**src/rtl/fbfa_pkg.sv**
```systemverilog
// shared types, constants and helpers for the free list block allocator
`timescale 1ns / 1ps

package fbfa_pkg;

  localparam int MAX_BLOCKS   = 256;
  localparam int IDX_W        = $clog2(MAX_BLOCKS);
  localparam int CNT_W        = 9;
  localparam int BB_W         = 13;
  localparam int OFF_W        = 20;
  localparam int PROD_W       = IDX_W + BB_W;
  localparam int ALIGN_BYTES  = 8;
  localparam int HEADER_BYTES = 8;
  localparam int MAX_BB       = 4096;
  localparam int CNT_MAX      = (1 << CNT_W) - 1;
  localparam int CFG_W        = 32;
  localparam int ADDR_W       = 3;

  typedef enum logic [1:0] {
    OP_ALLOC = 2'd0,
    OP_FREE  = 2'd1,
    OP_INIT  = 2'd2
  } op_t;

  typedef enum logic [2:0] {
    S_IDLE = 3'b001,
    S_INIT = 3'b010,
    S_FIN  = 3'b100
  } state_t;

  typedef struct packed {
    logic accept;
    logic sweep_we;
    logic commit;
  } cmd_t;

  typedef struct packed {
    logic init_empty;
    logic sweep_last;
    logic out_free;
  } status_t;

  function automatic logic [BB_W-1:0] stride_bytes(input logic [BB_W-1:0] bb);
    logic [BB_W-1:0] clamped;
    logic [BB_W-1:0] rounded;
    clamped = (bb > BB_W'(MAX_BB)) ? BB_W'(MAX_BB) : bb;
    rounded = (clamped + BB_W'(ALIGN_BYTES - 1)) & ~BB_W'(ALIGN_BYTES - 1);
    return rounded + BB_W'(HEADER_BYTES);
  endfunction

  function automatic logic [CNT_W-1:0] init_count(input logic [CNT_W-1:0] bc);
    return (bc > CNT_W'(MAX_BLOCKS)) ? CNT_W'(MAX_BLOCKS) : bc;
  endfunction

endpackage

```
**src/rtl/fbfa_ram.sv**
```systemverilog
// generic single port write, registered read ram
`timescale 1ns / 1ps

module fbfa_ram #(
  parameter int WIDTH = 8,
  parameter int DEPTH = 256
) (
  input  logic                     clk,
  input  logic                     we,
  input  logic [$clog2(DEPTH)-1:0] waddr,
  input  logic [WIDTH-1:0]         wdata,
  input  logic [$clog2(DEPTH)-1:0] raddr,
  output logic [WIDTH-1:0]         rdata
);

  logic [WIDTH-1:0] mem [DEPTH];
  logic [WIDTH-1:0] rdata_r;

  always_ff @(posedge clk) begin
    if (we) begin
      mem[waddr] <= wdata;
    end
    rdata_r <= mem[raddr];
  end

  assign rdata = rdata_r;

endmodule

```
**src/rtl/fbfa_ctrl.sv**
```systemverilog
// controller state machine for the free list allocator
`timescale 1ns / 1ps

module fbfa_ctrl (
  input  logic              clk,
  input  logic              rst_n,
  input  logic              in_valid,
  input  logic [1:0]        in_opcode,
  input  fbfa_pkg::status_t status,
  output logic              in_stall,
  output fbfa_pkg::cmd_t    cmd
);

  fbfa_pkg::state_t state_r, state_nxt;

  always_ff @(posedge clk) begin
    if (!rst_n) begin
      state_r <= fbfa_pkg::S_IDLE;
    end else begin
      state_r <= state_nxt;
    end
  end

  always_comb begin
    state_nxt    = state_r;
    cmd.accept   = 1'b0;
    cmd.sweep_we = 1'b0;
    cmd.commit   = 1'b0;
    in_stall     = 1'b1;
    case (state_r)
      fbfa_pkg::S_IDLE: begin
        in_stall = 1'b0;
        if (in_valid) begin
          cmd.accept = 1'b1;
          if (in_opcode == fbfa_pkg::OP_INIT && !status.init_empty) begin
            state_nxt = fbfa_pkg::S_INIT;
          end else begin
            state_nxt = fbfa_pkg::S_FIN;
          end
        end
      end
      fbfa_pkg::S_INIT: begin
        cmd.sweep_we = 1'b1;
        if (status.sweep_last) begin
          state_nxt = fbfa_pkg::S_FIN;
        end
      end
      fbfa_pkg::S_FIN: begin
        if (status.out_free) begin
          cmd.commit = 1'b1;
          state_nxt  = fbfa_pkg::S_IDLE;
        end
      end
      default: begin
        state_nxt = fbfa_pkg::S_IDLE;
      end
    endcase
  end

`ifndef ASSERT_OFF
  a_accept_idle: assert property (@(posedge clk) disable iff (!rst_n)
    cmd.accept |-> state_r == fbfa_pkg::S_IDLE && !cmd.commit && !cmd.sweep_we)
    else $error("accept outside idle");
  a_init_sweeps: assert property (@(posedge clk) disable iff (!rst_n)
    cmd.accept && in_opcode == fbfa_pkg::OP_INIT && !status.init_empty |=> cmd.sweep_we)
    else $error("init did not start sweep");
  a_commit_idle: assert property (@(posedge clk) disable iff (!rst_n)
    cmd.commit |=> !in_stall)
    else $error("no return to idle after commit");
`endif

endmodule

```
**src/rtl/fbfa_dp.sv**
```systemverilog
// datapath: head, counter, next table, offset math and result register
`timescale 1ns / 1ps

module fbfa_dp (
  input  logic                           clk,
  input  logic                           rst_n,
  input  fbfa_pkg::cmd_t                 cmd,
  output fbfa_pkg::status_t              status,
  input  logic [1:0]                     in_opcode,
  input  logic [fbfa_pkg::IDX_W-1:0]     in_free_index,
  input  logic [fbfa_pkg::CNT_W-1:0]     block_count,
  input  logic [fbfa_pkg::BB_W-1:0]      block_bytes,
  output logic                           out_valid,
  input  logic                           out_stall,
  output logic                           out_op_ok,
  output logic [fbfa_pkg::IDX_W-1:0]     out_block_index,
  output logic [fbfa_pkg::OFF_W-1:0]     out_byte_offset,
  output logic [fbfa_pkg::CNT_W-1:0]     out_free_count
);

  localparam int IW = fbfa_pkg::IDX_W;
  localparam int CW = fbfa_pkg::CNT_W;
  localparam int PW = fbfa_pkg::PROD_W;
  localparam int OW = fbfa_pkg::OFF_W;

  logic [1:0]    op_r;
  logic [IW-1:0] idx_r;
  logic [IW-1:0] head_r, head_nxt;
  logic [CW-1:0] count_r, count_nxt;
  logic [CW-1:0] sweep_r;
  logic          out_valid_r;
  logic          ok_r, ok_nxt;
  logic [IW-1:0] bidx_r, bidx_nxt;
  logic [OW-1:0] off_r, off_nxt;
  logic [CW-1:0] fcnt_r;

  logic [CW-1:0]              init_n;
  logic [CW-1:0]              sweep_inc;
  logic [fbfa_pkg::BB_W-1:0]  stride;
  logic [PW-1:0]              offset_full;
  logic                       ram_we;
  logic [IW-1:0]              ram_waddr;
  logic [IW-1:0]              ram_wdata;
  logic [IW-1:0]              ram_rdata;

  assign init_n      = fbfa_pkg::init_count(block_count);
  assign sweep_inc   = sweep_r + CW'(1);
  assign stride      = fbfa_pkg::stride_bytes(block_bytes);
  assign offset_full = PW'(head_r) * PW'(stride) + PW'(fbfa_pkg::HEADER_BYTES);

  assign status.init_empty = (init_n == '0);
  assign status.sweep_last = (sweep_inc == init_n);
  assign status.out_free   = !out_valid_r || !out_stall;

  assign ram_we    = cmd.sweep_we || (cmd.commit && op_r == fbfa_pkg::OP_FREE);
  assign ram_waddr = cmd.sweep_we ? sweep_r[IW-1:0] : idx_r;
  assign ram_wdata = cmd.sweep_we ? sweep_inc[IW-1:0] : head_r;

  fbfa_ram #(
    .WIDTH (IW),
    .DEPTH (fbfa_pkg::MAX_BLOCKS)
  ) u_next_table (
    .clk   (clk),
    .we    (ram_we),
    .waddr (ram_waddr),
    .wdata (ram_wdata),
    .raddr (head_r),
    .rdata (ram_rdata)
  );

  always_comb begin
    head_nxt  = head_r;
    count_nxt = count_r;
    ok_nxt    = 1'b0;
    bidx_nxt  = '0;
    off_nxt   = '0;
    case (op_r)
      fbfa_pkg::OP_ALLOC: begin
        if (count_r != '0) begin
          ok_nxt    = 1'b1;
          bidx_nxt  = head_r;
          off_nxt   = offset_full[OW-1:0];
          head_nxt  = ram_rdata;
          count_nxt = count_r - CW'(1);
        end
      end
      fbfa_pkg::OP_FREE: begin
        ok_nxt   = 1'b1;
        head_nxt = idx_r;
        if (count_r != CW'(fbfa_pkg::CNT_MAX)) begin
          count_nxt = count_r + CW'(1);
        end
      end
      fbfa_pkg::OP_INIT: begin
        ok_nxt    = 1'b1;
        head_nxt  = '0;
        count_nxt = init_n;
      end
      default: begin
        ok_nxt = 1'b0;
      end
    endcase
  end

  always_ff @(posedge clk) begin
    if (cmd.accept) begin
      op_r  <= in_opcode;
      idx_r <= in_free_index;
    end
    if (cmd.accept) begin
      sweep_r <= '0;
    end else if (cmd.sweep_we) begin
      sweep_r <= sweep_inc;
    end
    if (cmd.commit) begin
      ok_r   <= ok_nxt;
      bidx_r <= bidx_nxt;
      off_r  <= off_nxt;
      fcnt_r <= count_nxt;
    end
  end

  always_ff @(posedge clk) begin
    if (!rst_n) begin
      head_r      <= '0;
      count_r     <= '0;
      out_valid_r <= 1'b0;
    end else begin
      if (cmd.commit) begin
        head_r  <= head_nxt;
        count_r <= count_nxt;
      end
      if (cmd.commit) begin
        out_valid_r <= 1'b1;
      end else if (!out_stall) begin
        out_valid_r <= 1'b0;
      end
    end
  end

  assign out_valid       = out_valid_r;
  assign out_op_ok       = ok_r;
  assign out_block_index = bidx_r;
  assign out_byte_offset = off_r;
  assign out_free_count  = fcnt_r;

`ifndef ASSERT_OFF
  a_commit_free: assert property (@(posedge clk) disable iff (!rst_n)
    cmd.commit |-> !out_valid_r || !out_stall)
    else $error("result overwrote a pending transfer");
  a_commit_valid: assert property (@(posedge clk) disable iff (!rst_n)
    cmd.commit |=> out_valid_r)
    else $error("result not presented after commit");
  a_alloc_dec: assert property (@(posedge clk) disable iff (!rst_n)
    cmd.commit && op_r == fbfa_pkg::OP_ALLOC && count_r != '0
      |=> count_r == $past(count_r) - CW'(1))
    else $error("alloc did not decrement free count");
  a_sweep_range: assert property (@(posedge clk) disable iff (!rst_n)
    cmd.sweep_we |-> sweep_r < init_n)
    else $error("init sweep past block count");
`endif

endmodule

```
**src/rtl/fixed_block_free_list_allocator_top.sv**
```systemverilog
// top level of the fixed size block allocator with free list and apb registers
// alloc, free and unknown opcodes go idle, fin, then register the result when the output is free
// init first sweeps n = min(block_count, 256) entries, one next table write per cycle
// in_stall is high outside idle, so a new item is taken only after the last has committed
// reset: head and free count clear to 0, block_count 256, block_bytes 8; table undefined
`timescale 1ns / 1ps

module fixed_block_free_list_allocator_top (
  input  logic                          clk,
  input  logic                          rst_n,
  input  logic                          in_valid,
  output logic                          in_stall,
  input  logic [1:0]                    in_opcode,
  input  logic [fbfa_pkg::IDX_W-1:0]    in_free_index,
  output logic                          out_valid,
  input  logic                          out_stall,
  output logic                          out_op_ok,
  output logic [fbfa_pkg::IDX_W-1:0]    out_block_index,
  output logic [fbfa_pkg::OFF_W-1:0]    out_byte_offset,
  output logic [fbfa_pkg::CNT_W-1:0]    out_free_count,
  input  logic                          psel,
  input  logic                          penable,
  input  logic                          pwrite,
  input  logic [fbfa_pkg::ADDR_W-1:0]   paddr,
  input  logic [fbfa_pkg::CFG_W-1:0]    pwdata,
  output logic [fbfa_pkg::CFG_W-1:0]    prdata,
  output logic                          pready
);

  logic [fbfa_pkg::CNT_W-1:0] block_count_r;
  logic [fbfa_pkg::BB_W-1:0]  block_bytes_r;
  logic                       cfg_we;
  fbfa_pkg::cmd_t             cmd;
  fbfa_pkg::status_t          status;

  assign pready = 1'b1;
  assign cfg_we = psel && penable && pwrite;

  // register select is paddr[2]: block_count at 0, block_bytes at 4
  always_ff @(posedge clk) begin
    if (!rst_n) begin
      block_count_r <= fbfa_pkg::CNT_W'(fbfa_pkg::MAX_BLOCKS);
      block_bytes_r <= fbfa_pkg::BB_W'(8);
    end else if (cfg_we) begin
      if (paddr[2]) begin
        block_bytes_r <= pwdata[fbfa_pkg::BB_W-1:0];
      end else begin
        block_count_r <= pwdata[fbfa_pkg::CNT_W-1:0];
      end
    end
  end

  assign prdata = paddr[2] ? fbfa_pkg::CFG_W'(block_bytes_r)
                           : fbfa_pkg::CFG_W'(block_count_r);

  fbfa_ctrl u_ctrl (
    .clk       (clk),
    .rst_n     (rst_n),
    .in_valid  (in_valid),
    .in_opcode (in_opcode),
    .status    (status),
    .in_stall  (in_stall),
    .cmd       (cmd)
  );

  fbfa_dp u_dp (
    .clk             (clk),
    .rst_n           (rst_n),
    .cmd             (cmd),
    .status          (status),
    .in_opcode       (in_opcode),
    .in_free_index   (in_free_index),
    .block_count     (block_count_r),
    .block_bytes     (block_bytes_r),
    .out_valid       (out_valid),
    .out_stall       (out_stall),
    .out_op_ok       (out_op_ok),
    .out_block_index (out_block_index),
    .out_byte_offset (out_byte_offset),
    .out_free_count  (out_free_count)
  );

endmodule
```
**config.mk**
```make
export PLATFORM = sky130hd
export DESIGN_NAME = fixed_block_free_list_allocator_top
export DESIGN_NICKNAME = d
export VERILOG_FILES = /design/src/rtl/fbfa_pkg.sv /design/src/rtl/fbfa_ram.sv /design/src/rtl/fbfa_ctrl.sv /design/src/rtl/fbfa_dp.sv /design/src/rtl/fixed_block_free_list_allocator_top.sv
export SDC_FILE = /design/constraint.sdc
export NUM_CORES = 2
export LEC_CHECK = 0
export ABC_CLOCK_PERIOD_IN_PS = 29500
export BUFFER_PORTS_ARGS = -buffer_cell sky130_fd_sc_hd__buf_4
export CAP_MARGIN = 25
export CORE_ASPECT_RATIO = 1.25
export CORE_MARGIN = 3
export CORE_UTILIZATION = 65
export CTS_CLUSTER_DIAMETER = 100
export DETAILED_ROUTE_END_ITERATION = 12
export MAX_ROUTING_LAYER = met4
export PLACE_DENSITY = 0.82
export SYNTH_ARGS = -nofsm -noshare
export SYNTH_HDL_FRONTEND = slang
export SYNTH_SLANG_ARGS = --single-unit
```
**constraint.sdc**
```tcl
create_clock -name clk -period 29.5 [get_ports clk]
set_input_delay 5.9 -clock clk [delete_from_list [all_inputs] [get_ports clk]]
set_output_delay 5.9 -clock clk [all_outputs]
set_load 0.005 [all_outputs]
```
==> summary.txt <==
Status: finished, violations left
Failing checks: max-slew violations
Most frequent cells in the layout: 2093 x edfxtp_1, 517 x mux4_2, 327 x nor2_1
Final net count: 4756
Clock Tree Buf Depth: 3
Synth-to-layout area growth: 9.89%
Setup WS pre-CTS: 17000 ps
Total power: 5980 µW
Avg Cell Area, Syn: 19.4 µm²
Sequential share of the synthesized area: 0.734
WP data required: 23600 ps
Hold-fix buffers, CTS: 0
Clock Tree Root: clkbuf_16
Top-area cell type share of the netlist area: 0.720
Setup Crit Path Kind: input port to primary output
Total grt overflow: 0
Grt met1 use: 0.421
Met2 Resource Use GR: 0.531
IO buf count: 80
DIE WIDTH: 334 µm
Area of the multi-input gates: 21600 µm²
First drt pass iteration count: 12
Hold Fails Final Rpt: 0
Fillers: 6995
Worst slew margin: -0.384
Mapped Cells: 4496
Post-CTS Setup Bufs: 0
Setup repair after global routing missed its margin: false
Ys flop type: edfxtp_1
Crit path launch type: input port
Initial antenna violation count: 6
WL/cell: 36.0 µm
Reg2reg start: block_bytes_r[0]
Starting DRT DRC Count: 7712
Crit path DAT: 6600 ps
Mapped cell area: 87300 µm²
Total track usage: 0.343
Post-DRT Antenna Nets: 0
Largest area contributor in the netlist: edfxtp_1
Max FO, Critical Path: 16
Core Box Area: 133000 µm²
Clock Latency Late Sink: 860 ps
Die area: 139000 µm²
Post-Route WL: 234 mm
Max Cap Viol: 0
Placer congestion estimate: 0.892
Grt peak-use layer: met2
Final period utilization: 0.424
Min-Delay Startpoint: block_bytes_r[0]
Synth area leaders: edfxtp_1 72%, mux4_2 13%, nor2_1 1.4%
Vias/cell: 7.38
DRC errors left: 0
Pin count of the biggest net entering global routing: 257
EDFF count, synth: 2093
Lkg Pwr: 0.0305 µW
CTS H-tree depth: 4
VDD IR max: 0.0619 mV
CTS tree: done
Number of cell rows: 149
Global-route wire length before repair: 332 mm
Die Y: 416 µm
Num CTS Buffers: 189
Slew @ Worst Pin: 2080 ps
Min Clock Period, post-route: 12500 ps
Commonest non-fill, non-tap cell in the layout: edfxtp_1
Io pins: 125
Distinct cells, synth: 87
Final setup viols: 0
Seq cells post-synth: 2153
Fraction of layout cells with a size suffix above 1: 0.227
Final HPWL DP: 121 mm
Initial Util: 0.658
Cell Pwr Density: 62.3 nW/µm²
Via count: 48.1k
Post-route worst setup slack: 17000 ps
Max Fclk: 80.0 MHz
Clk_skew: 44.9 ps
Clock Sinks: 2153
Asr flop ratio synth: 0
Met3 Use GR: 0.0882
Clk pin slew, worst setup/hold paths: 60 ps
Critical Path Source: paddr[2]
Seq. cell area: 64100 µm²
Hold Crit Class: flop to flop
Synthesis warning total: 0
Worst setup EP type: primary output
Setup TNS Final: 0 ps
Vias in the first global route: 47.5k
Post-CTS sizing: 0
Max Slew Vio Count: 188
[final timing paths]
path                                                 end  slack [ps]  depth (start not counted)
worst max register to register  u_dp.out_byte_offset[18]       22470                         25
worst min register to register          block_bytes_r[0]         540                          2
worst min-delay path                    block_bytes_r[0]         540                          2
worst max-delay path                           prdata[7]       17000                          3
[critical path: stages]
cell and delay [ps]:
buf_4 190, mux2_2 370, buf_4 140
[synth_stat cells (all sizes together) (5+ instances only)]
master and number:
dfxtp 60, mux4 517, nand3b 10, buf 135
a21boi 27, o211ai 11, nor2 330, a21o 7
nand3 66, nand4 12, a22o 22, mux2i 68
nor3 41, o211a 8, o22ai 21, nor4 8
or3 10, or2 5, nand2 192, a31oi 26
o21ai 51, a22oi 62, nor2b 16, mux2 60
ha 52, fa 47, o221a 5, a211oi 20
xor2 12, nand2b 10, clkbuf 144, and3 8
a21oi 54, edfxtp 2093, xnor2 24, and2 40
a221oi 50, inv 99, o31ai 10
[cells by family after synthesis]
| logic type | count (synthesis) | synth area share |
|---|---|---|
| other | 2 | 0.0000860 |
| XOR/XNOR | 37 | 0.00387 |
| AO/OA/AOI/OAI | 408 | 0.0343 |
| AND/OR/NAND/NOR | 771 | 0.0398 |
| buffers and inverters | 380 | 0.0210 |
| multiplexers | 645 | 0.149 |
| flip-flops | 2153 | 0.734 |
| adder cells (fa/ha/maj) | 100 | 0.0183 |
[where the power goes]
| part | internal, µW | total (µW) | switching, µW | leakage, µW |
|---|---|---|---|---|
| Clock | 1350 | 2500 | 1150 | 0.00298 |
| Combinational | 48.6 | 145 | 96.1 | 0.00763 |
| Sequential | 3320 | 3330 | 5.80 | 0.0199 |
| Total | 4730 | 5980 | 1250 | 0.0305 |
[final cells by class]
type,count,area share
antenna,10,0.000261
clock buffer,225,0.0520
clock inverter,122,0.0118
inverter,101,0.00398
multi-input combinational,1984,0.226
sequential,2153,0.668
tap,1736,0.0226
timing repair buffer,176,0.0159
[per-stage QoR]
step / cell area (µm²) / util / hold slack, ps / instances
after floorplan: 87400 / - / 480 / 4517
after global placement: 89500 / 0.674 / 499 / 6136
after detailed placement: 89500 / 0.675 / 520 / 6138
after CTS: 95700 / 0.721 / 531 / 6485
after global routing: 95900 / 0.723 / 564 / 6504
final: 95900 / 0.723 / 543 / 6507
[layer usage]
layer / wire length (µm) / vias to the layer above
li1: - / 18400
met1: 73900 / 24200
met2: 115000 / 4418
met3: 28500 / 1022
met4: 16900 / 0
met5: 0 / -
[registers in the layout, indices dropped and copies added (netlist names), 9 cells and up]
signal	count
block_count_r	9
u_dp.sweep_r	9
u_dp.out_free_count	9
u_dp.u_next_table.mem	2048
u_dp.out_byte_offset	17
block_bytes_r	13
u_dp.count_r	9
No activity file was read; power rests on OpenSTA's default activity.
